### config.mk
export PLATFORM = sky130hd
export DESIGN_NAME = hid_report_splitter_core
export DESIGN_NICKNAME = d
export VERILOG_FILES = /design/src/rtl/hrs_pkg.sv /design/src/rtl/hrs_divider.sv /design/src/rtl/hid_report_splitter_core.sv
export SDC_FILE = /design/constraint.sdc
export NUM_CORES = 1
export LEC_CHECK = 0
export ABC_AREA = 1
export BUFFER_PORTS_ARGS = -buffer_cell sky130_fd_sc_hd__clkbuf_2
export CAP_MARGIN = 20
export CORE_UTILIZATION = 55
export DETAILED_ROUTE_END_ITERATION = 8
export HOLD_SLACK_MARGIN = 0.06
export PLACE_DENSITY = 0.81
export SLEW_MARGIN = 20
export SYNTH_ARGS = -nofsm -noshare
export SYNTH_HDL_FRONTEND = slang
export SYNTH_SLANG_ARGS = --single-unit
export TNS_END_PERCENT = 10
### constraint.sdc
create_clock -name clock -period 9.75 [get_ports clock]
set_clock_uncertainty 0.1 [all_clocks]
set_input_delay 1.4625 -clock clock [delete_from_list [all_inputs] [get_ports clock]]
set_output_delay 1.4625 -clock clock [all_outputs]
set_load 0.01 [all_outputs]
### src/rtl/hrs_pkg.sv
// Shared types and constants for the HID report splitter.
`default_nettype none

package hrs_pkg;

   // Default payload bytes carried by one report.
   localparam int PAYLOAD_LEN_DEFAULT = 58;

   // Header bytes in front of the payload: index, total and length.
   localparam int HEADER_LEN = 6;

   // Width of the message length field.
   localparam int LENGTH_W = 16;

   // Width of the capacity register and its limit and reset value.
   localparam int CAP_W = 9;
   localparam logic [CAP_W-1:0] CAP_LIMIT = 9'd256;

   // Input item commands.
   typedef enum logic {
      CMD_START = 1'b0,
      CMD_DATA  = 1'b1
   } command_type;

   // Result item kinds.
   typedef enum logic {
      KIND_STATUS = 1'b0,
      KIND_REPORT = 1'b1
   } kind_type;

   // Status codes carried by a status result.
   typedef enum logic [1:0] {
      STATUS_OK          = 2'd0,
      STATUS_ZERO_LENGTH = 2'd1,
      STATUS_TOO_MANY    = 2'd2,
      STATUS_NO_MESSAGE  = 2'd3
   } status_type;

endpackage

`default_nettype wire

### src/rtl/hrs_divider.sv
// Division by a constant through a registered reciprocal multiplication.
`default_nettype none

module hrs_divider #(
   parameter int NUM_W   = hrs_pkg::LENGTH_W + 1,
   parameter int DIVISOR = hrs_pkg::PAYLOAD_LEN_DEFAULT
) (
   input  wire logic             clock,
   input  wire logic             reset,
   input  wire logic             start,
   input  wire logic [NUM_W-1:0] dividend,
   output logic                  done,
   output logic      [NUM_W-1:0] quotient
);

   // The reciprocal is rounded up; its error times the largest dividend stays
   // below one unit of the shift, so the truncated product is the exact quotient.
   localparam int SHIFT  = NUM_W + $clog2(DIVISOR);
   localparam int MULT_W = SHIFT + 1;
   localparam int PROD_W = NUM_W + MULT_W;
   localparam logic [MULT_W-1:0] MULT =
      MULT_W'(((64'd1 << SHIFT) + 64'(DIVISOR - 1)) / 64'(DIVISOR));

   logic             done_ff;
   logic [NUM_W-1:0] quo_ff;

   // Done rises in the cycle after start, together with the quotient.
   always_ff @(posedge clock) begin
      if (reset) begin
         done_ff <= 1'b0;
      end else begin
         done_ff <= start;
      end
   end

   // Multiply by the reciprocal and keep the integer part.
   always_ff @(posedge clock) begin
      if (start) begin
         quo_ff <= NUM_W'((PROD_W'(dividend) * PROD_W'(MULT)) >> SHIFT);
      end
   end

   assign done     = done_ff;
   assign quotient = quo_ff;

endmodule

`default_nettype wire

### src/rtl/hid_report_splitter_core.sv
// Top level of the HID report splitter: command decode, payload buffer and report streaming.
`default_nettype none

// A start item opens a message of a given byte length. The report count, the length
// divided by PAYLOAD_LEN and rounded up, comes from a reciprocal multiplication that is
// registered in the divider; the status item then passes through the status state into
// the output register, and the next item is taken once it is loaded there. A data item
// that neither fills the buffer nor ends the message does not hold off the next item and
// is stored in the payload buffer at the fill position. When it fills the buffer or ends
// the message, the block streams one report of HEADER_LEN + PAYLOAD_LEN bytes (64 by
// default) at one byte per cycle while rsp_ready does not stall it, through a read
// pipeline on the buffer memory; the next item is taken once the last report byte has
// been loaded into the output register. A data item with no open message returns a
// status item, and the next item is taken once it is loaded into the output register.
// A result held back by rsp_ready stalls the report stream and the status state until it is taken.

module hid_report_splitter_core #(
   parameter int PAYLOAD_LEN = hrs_pkg::PAYLOAD_LEN_DEFAULT
) (
   input  wire logic                          clock,
   input  wire logic                          reset,
   // Input channel
   input  wire logic                          req_valid,
   output logic                               req_ready,
   input  wire logic                          req_command,
   input  wire logic [hrs_pkg::LENGTH_W-1:0]  req_message_length,
   input  wire logic [7:0]                    req_data_byte,
   // Result channel
   output logic                               rsp_valid,
   input  wire logic                          rsp_ready,
   output logic                               rsp_kind,
   output logic [1:0]                         rsp_status,
   output logic [7:0]                         rsp_report_byte,
   output logic                               rsp_last_of_report,
   // Configuration port
   input  wire logic                          csr_write_enable,
   input  wire logic [hrs_pkg::CAP_W-1:0]     csr_write_data
);

   localparam int LENGTH_W   = hrs_pkg::LENGTH_W;
   localparam int CAP_W      = hrs_pkg::CAP_W;
   localparam int REPORT_LEN = hrs_pkg::HEADER_LEN + PAYLOAD_LEN;
   localparam int IDX_W      = $clog2(REPORT_LEN);
   localparam int ADDR_W     = (PAYLOAD_LEN > 1) ? $clog2(PAYLOAD_LEN) : 1;
   localparam int FILL_W     = $clog2(PAYLOAD_LEN + 1);
   localparam int NUM_W      = LENGTH_W + 1;

   // Header byte positions within a report.
   localparam logic [IDX_W-1:0] HDR_NUMBER_HI = IDX_W'(0);
   localparam logic [IDX_W-1:0] HDR_NUMBER_LO = IDX_W'(1);
   localparam logic [IDX_W-1:0] HDR_TOTAL_HI  = IDX_W'(2);
   localparam logic [IDX_W-1:0] HDR_TOTAL_LO  = IDX_W'(3);
   localparam logic [IDX_W-1:0] HDR_FILL_HI   = IDX_W'(4);
   localparam logic [IDX_W-1:0] HDR_FILL_LO   = IDX_W'(5);

   typedef enum logic [1:0] {
      ST_IDLE,
      ST_DIVIDE,
      ST_STATUS,
      ST_EMIT
   } state_type;

   state_type            state_ff;
   logic [CAP_W-1:0]     max_blocks_ff;
   logic [FILL_W-1:0]    fill_ff;
   logic [15:0]          block_number_ff;
   logic [CAP_W-1:0]     block_total_ff;
   logic [LENGTH_W-1:0]  remaining_ff;
   logic                 open_ff;
   logic [LENGTH_W-1:0]  length_ff;
   hrs_pkg::status_type  pend_status_ff;
   logic [IDX_W-1:0]     idx_ff;

   // Read stage between the buffer memory and the output register.
   logic                 b_valid_ff;
   logic                 b_use_mem_ff;
   logic                 b_last_ff;
   logic [7:0]           b_hdr_ff;
   logic [7:0]           rd_data_ff;

   // Output register.
   logic                 rsp_valid_ff;
   logic                 rsp_kind_ff;
   logic [1:0]           rsp_status_ff;
   logic [7:0]           rsp_byte_ff;
   logic                 rsp_last_ff;

   // Payload buffer.
   logic [7:0]           payload_mem [PAYLOAD_LEN];

   logic                 req_accept;
   logic                 out_free;
   logic                 issue;
   logic [IDX_W-1:0]     pay_idx;
   logic                 use_mem;
   logic                 last_idx;
   logic [15:0]          fill_word;
   logic [7:0]           hdr_byte;
   logic [FILL_W-1:0]    fill_inc;
   logic [LENGTH_W-1:0]  remain_dec;
   logic                 report_due;
   logic [CAP_W-1:0]     cap;
   logic [NUM_W-1:0]     dividend;
   logic                 div_done;
   logic [NUM_W-1:0]     blocks;
   logic                 too_many;
   logic                 mem_write;
   logic                 mem_read;

   // Handshake and pipeline advance.
   assign req_ready  = (state_ff == ST_IDLE) && !b_valid_ff;
   assign req_accept = req_valid && req_ready;
   assign out_free   = !rsp_valid_ff || rsp_ready;
   assign issue      = (state_ff == ST_EMIT) && out_free;

   // Report byte selection for the position being issued.
   assign pay_idx   = idx_ff - IDX_W'(hrs_pkg::HEADER_LEN);
   assign use_mem   = (idx_ff >= IDX_W'(hrs_pkg::HEADER_LEN)) &&
                      (pay_idx < IDX_W'(fill_ff));
   assign last_idx  = idx_ff == IDX_W'(REPORT_LEN - 1);
   assign fill_word = 16'(fill_ff);

   always_comb begin
      case (idx_ff)
         HDR_NUMBER_HI: hdr_byte = block_number_ff[15:8];
         HDR_NUMBER_LO: hdr_byte = block_number_ff[7:0];
         HDR_TOTAL_HI:  hdr_byte = 8'(block_total_ff[CAP_W-1:8]);
         HDR_TOTAL_LO:  hdr_byte = block_total_ff[7:0];
         HDR_FILL_HI:   hdr_byte = fill_word[15:8];
         HDR_FILL_LO:   hdr_byte = fill_word[7:0];
         default:       hdr_byte = 8'h00;
      endcase
   end

   // Data item bookkeeping.
   assign fill_inc   = fill_ff + 1'b1;
   assign remain_dec = (remaining_ff != '0) ? (remaining_ff - 1'b1) : remaining_ff;
   assign report_due = (fill_inc == FILL_W'(PAYLOAD_LEN)) || (remain_dec == '0);

   // Report count check for a start item.
   assign cap      = (max_blocks_ff > hrs_pkg::CAP_LIMIT) ? hrs_pkg::CAP_LIMIT : max_blocks_ff;
   assign dividend = NUM_W'(req_message_length) + NUM_W'(PAYLOAD_LEN - 1);
   assign too_many = blocks > NUM_W'(cap);

   hrs_divider #(
      .NUM_W   (NUM_W),
      .DIVISOR (PAYLOAD_LEN)
   ) u_divider (
      .clock    (clock),
      .reset    (reset),
      .start    (req_accept && (req_command == hrs_pkg::CMD_START)),
      .dividend (dividend),
      .done     (div_done),
      .quotient (blocks)
   );

   // Payload buffer: writes happen only while idle and reads only while a report streams,
   // after its header bytes, so the read port never needs forwarding.
   assign mem_write = req_accept && (req_command == hrs_pkg::CMD_DATA) && open_ff;
   assign mem_read  = issue && use_mem;

   always_ff @(posedge clock) begin
      if (mem_write) begin
         payload_mem[fill_ff[ADDR_W-1:0]] <= req_data_byte;
      end
      if (mem_read) begin
         rd_data_ff <= payload_mem[pay_idx[ADDR_W-1:0]];
      end
   end

   // Control state, read stage and output register.
   always_ff @(posedge clock) begin
      if (reset) begin
         state_ff        <= ST_IDLE;
         max_blocks_ff   <= hrs_pkg::CAP_LIMIT;
         fill_ff         <= '0;
         block_number_ff <= '0;
         block_total_ff  <= '0;
         remaining_ff    <= '0;
         open_ff         <= 1'b0;
         idx_ff          <= '0;
         b_valid_ff      <= 1'b0;
         rsp_valid_ff    <= 1'b0;
      end else begin
         if (csr_write_enable) begin
            max_blocks_ff <= csr_write_data;
         end

         // The output register takes a report byte or a pending status item.
         if (out_free) begin
            if (b_valid_ff) begin
               rsp_valid_ff  <= 1'b1;
               rsp_kind_ff   <= hrs_pkg::KIND_REPORT;
               rsp_status_ff <= hrs_pkg::STATUS_OK;
               rsp_byte_ff   <= b_use_mem_ff ? rd_data_ff : b_hdr_ff;
               rsp_last_ff   <= b_last_ff;
            end else if (state_ff == ST_STATUS) begin
               rsp_valid_ff  <= 1'b1;
               rsp_kind_ff   <= hrs_pkg::KIND_STATUS;
               rsp_status_ff <= pend_status_ff;
               rsp_byte_ff   <= 8'h00;
               rsp_last_ff   <= 1'b0;
            end else begin
               rsp_valid_ff <= 1'b0;
            end
            b_valid_ff <= state_ff == ST_EMIT;
            if (state_ff == ST_EMIT) begin
               b_use_mem_ff <= use_mem;
               b_last_ff    <= last_idx;
               b_hdr_ff     <= hdr_byte;
            end
         end

         case (state_ff)
            ST_IDLE: begin
               if (req_accept) begin
                  if (req_command == hrs_pkg::CMD_START) begin
                     fill_ff         <= '0;
                     block_number_ff <= '0;
                     open_ff         <= 1'b0;
                     length_ff       <= req_message_length;
                     state_ff        <= ST_DIVIDE;
                  end else if (!open_ff) begin
                     pend_status_ff <= hrs_pkg::STATUS_NO_MESSAGE;
                     state_ff       <= ST_STATUS;
                  end else begin
                     fill_ff      <= fill_inc;
                     remaining_ff <= remain_dec;
                     if (report_due) begin
                        state_ff <= ST_EMIT;
                     end
                  end
               end
            end
            ST_DIVIDE: begin
               if (div_done) begin
                  if (length_ff == '0) begin
                     pend_status_ff <= hrs_pkg::STATUS_ZERO_LENGTH;
                  end else if (too_many) begin
                     pend_status_ff <= hrs_pkg::STATUS_TOO_MANY;
                  end else begin
                     pend_status_ff <= hrs_pkg::STATUS_OK;
                     block_total_ff <= blocks[CAP_W-1:0];
                     remaining_ff   <= length_ff;
                     open_ff        <= 1'b1;
                  end
                  state_ff <= ST_STATUS;
               end
            end
            ST_STATUS: begin
               if (out_free) begin
                  state_ff <= ST_IDLE;
               end
            end
            ST_EMIT: begin
               if (issue) begin
                  if (last_idx) begin
                     idx_ff          <= '0;
                     block_number_ff <= block_number_ff + 1'b1;
                     fill_ff         <= '0;
                     if (remaining_ff == '0) begin
                        open_ff <= 1'b0;
                     end
                     state_ff <= ST_IDLE;
                  end else begin
                     idx_ff <= idx_ff + 1'b1;
                  end
               end
            end
            default: begin
               state_ff <= ST_IDLE;
            end
         endcase
      end
   end

   assign rsp_valid          = rsp_valid_ff;
   assign rsp_kind           = rsp_kind_ff;
   assign rsp_status         = rsp_status_ff;
   assign rsp_report_byte    = rsp_byte_ff;
   assign rsp_last_of_report = rsp_last_ff;

`ifndef NO_ASSERTIONS
   // A status item never carries report byte content.
   a_status_clean: assert property (@(posedge clock) disable iff (reset)
      (rsp_valid && (rsp_kind == hrs_pkg::KIND_STATUS)) |->
      (!rsp_last_of_report && (rsp_report_byte == 8'h00)))
      else $error("status item carries report content");

   // A report is only streamed for an open message.
   a_emit_open: assert property (@(posedge clock) disable iff (reset)
      (state_ff == ST_EMIT) |-> open_ff)
      else $error("report streamed without an open message");

   // The fill position never passes the buffer size.
   a_fill_range: assert property (@(posedge clock) disable iff (reset)
      fill_ff <= FILL_W'(PAYLOAD_LEN))
      else $error("fill position out of range");

   // The divider finishes only while a start item waits for it.
   a_div_owner: assert property (@(posedge clock) disable iff (reset)
      div_done |-> (state_ff == ST_DIVIDE))
      else $error("divider finished outside of a start item");

   // The read stage is filled only by report streaming.
   a_stage_source: assert property (@(posedge clock) disable iff (reset)
      $rose(b_valid_ff) |-> $past(state_ff == ST_EMIT))
      else $error("read stage loaded outside of a report");
`endif

endmodule

`default_nettype wire

==> impl_metrics.json <==
{
  "status": "finished, final reports clean",
  "area_delta_synth_final_pct": 8.866,
  "layout_commonest_cell": "edfxtp_1",
  "synth_edf_count": 524,
  "cts.sinks": 592,
  "post_cts_resized": 0,
  "critPathKind": "in -> reg",
  "holdBufCountCts": 0,
  "num_vias": 21430,
  "cp-start-kind": "input pin",
  "grt-ovfl-total": 0,
  "most-common-layout-cells": "524 x edfxtp_1, 485 x nor2_1, 343 x o21ai_0",
  "crit_buf_inv": 6,
  "cp_slowest_cell": "fa_1",
  "cts.clk_slew.worst_paths_ns": 0.06,
  "cellPowerDensity_nw_per_um2": 270.5,
  "numPortBuffers": 52,
  "ys.flop_type": "edfxtp_1",
  "synthCells": 2820,
  "hold_ws_ns": 0.3719,
  "antenna_cells": 0,
  "fillCellCount": 4165,
  "hold_class": "reg -> reg",
  "tns_ns": 0,
  "grt_setup_unrepaired": "false",
  "initialDrtViolationCount": 2386,
  "cp_max_fo": 5,
  "wl_per_cell_microns": 20.45,
  "total_power_w": 0.008833,
  "rows": 85,
  "ios": 53,
  "netlist_area_sq_um": 29990,
  "drv_cap": 0,
  "drtPass1Iterations": 6,
  "cts_buffers": 60,
  "finalCriticalPeriod_ns": 7.384,
  "clock_path_buffers": 3,
  "cp-end-kind": "flop",
  "grt_max_degree": 103,
  "tightest_slew_ns": 1.133,
  "core_area_sq_um": 53810,
  "synthDistinctLibCells": 57,
  "power_leakage_nw": 12.37,
  "max_slew_margin_pct": 24.49,
  "fmax_mhz": 135.4,
  "drc_errors": 0,
  "finalCritPeriodShare_pct": 75.74,
  "layout.nets": 3096,
  "hold_viol": 0,
  "ys_seq_area_share_pct": 57.01,
  "insertion_delay_ns": 0.64,
  "routabilityCongestion": 0.9277,
  "die_x_microns": 235.5,
  "drt_wl_total_mm": 73.13,
  "synth_seq_cells": 592,
  "placed_area_sq_um": 30810,
  "crit_arrival_ns": 7.65,
  "finalSetupViolations": 0,
  "grt_util_all_layers_pct": 26.28,
  "placed_cells": 3469,
  "irDropWorstVdd_v": 0.0002329,
  "die_height_microns": 235.5,
  "final_cells": 3576,
  "design_area_sq_um": 32650,
  "start_util_pct": 55.73,
  "yosys_warnings": 0,
  "clock-root-buffer": "clkbuf_16",
  "grt_first_pass_wirelength_mm": 114.2,
  "cp_top_family": "adder cells",
  "critPathMaxStageDelay_ns": 0.52,
  "synthArstFlopShare_pct": 0,
  "ant_nets": 0,
  "dieArea_sq_um": 55470,
  "drive_gt1_share_pct": 6.944,
  "cp.required_ns": 10.01,
  "avgSynthCellArea_sq_um": 10.63,
  "antenna_found_initial": 0,
  "tritoncts": "done",
  "dp_hpwl_mm": 48.51,
  "cts_max_level": 2,
  "drv_slew": 0,
  "vias_per_cell": 5.993,
  "cts_setup_buffers": 0,
  "syn_nets": 3081,
  "grt_pass1_vias": 21490
}
-- worst min-delay path, cell delays in order, from the launching register on --
cell,delay (ns)
dfxtp_1,0.32
inv_1,0.06
a21oi_1,0.05
-- cells in the mapped netlist (8+ instances only) --
cell type,number,area (sq um)
nand2_1,236,885.9
nand3_1,54,270.3
or2_2,8,50.05
o21ai_0,343,1717
o221ai_1,28,245.2
xor2_1,41,359.1
a31oi_1,12,75.07
a21oi_1,101,505.5
nor4_1,8,50.05
dfxtp_1,68,1361
o211ai_1,39,292.8
nand4_1,13,81.33
nor2_1,486,1824
buf_2,8,40.04
clkbuf_1,102,382.9
xnor2_1,8,70.07
fa_1,81,1622
edfxtp_1,524,15740
nor3_1,30,150.1
o22ai_1,104,650.6
inv_1,291,1092
ha_1,141,1764
o21ai_1,13,65.06
-- per-stage QoR --
stage	utilization (%)	worst slack (ns)
CTS	60.67	2.384
global route	60.67	1.872
detailed placement	57.24	1.747
finish	60.67	2.366
global placement	57.24	1.842
floorplan	-	2.395
-- registers in the layout, summed over array words and instances, names as in the netlist, 9 cells and up --
register	flops
payload_mem	464
block_number_ff	16
length_ff	16
remaining_ff	16
u_divider.quotient	12
block_total_ff	9
max_blocks_ff	9
-- worst paths after layout --
kind	startpoint	slack (ns)	depth (start not counted)	to
max	req_message_length[0]	2.37	26	u_divider.quotient[8]
min reg2reg	block_total_ff[6]	0.37	2	block_total_ff[6]
max reg2reg	idx_ff[1]	4.88	9	payload_mem[33][2]
min	block_total_ff[6]	0.37	2	block_total_ff[6]
-- cells by family after synthesis --
group,count (synthesis),synth area share [%]
buffers and inverters,416,5.324
AOI/OAI and AO/OA,675,12.77
adders and majority gates,222,11.29
muxes,1,0.03338
DFF,592,57.01
and+or+nand+nor,864,12.09
xor gates and xnor gates,50,1.485
-- layout make-up --
type	count	area, sq um	area share (%)
flip-flops and latches	592	17100	52.38
multi-input cells	1812	11300	34.62
clock buffers	82	1654	5.066
inverters	297	1121	3.434
well taps	696	870.8	2.667
repair buffers	72	412.9	1.265
clock inverters	25	186.4	0.5710
-- layer usage --
metal	wire length [microns]	up-vias	GRT usage [%]
li1	-	9927	-
met1	27820	10220	32.66
met2	36070	1050	45.07
met3	5703	230	3.799
met4	3529	0	12.95
met5	0	-	0
-- power by group --
part / switching [W] / internal [W] / leakage, nW
Clock: 0.000955 / 0.00119 / 0.894
Sequential: 0.0000698 / 0.00288 / 5.28
Combinational: 0.00241 / 0.00132 / 6.20
Total: 0.00344 / 0.00539 / 12.4
Power figures use the tool's default switching activity.
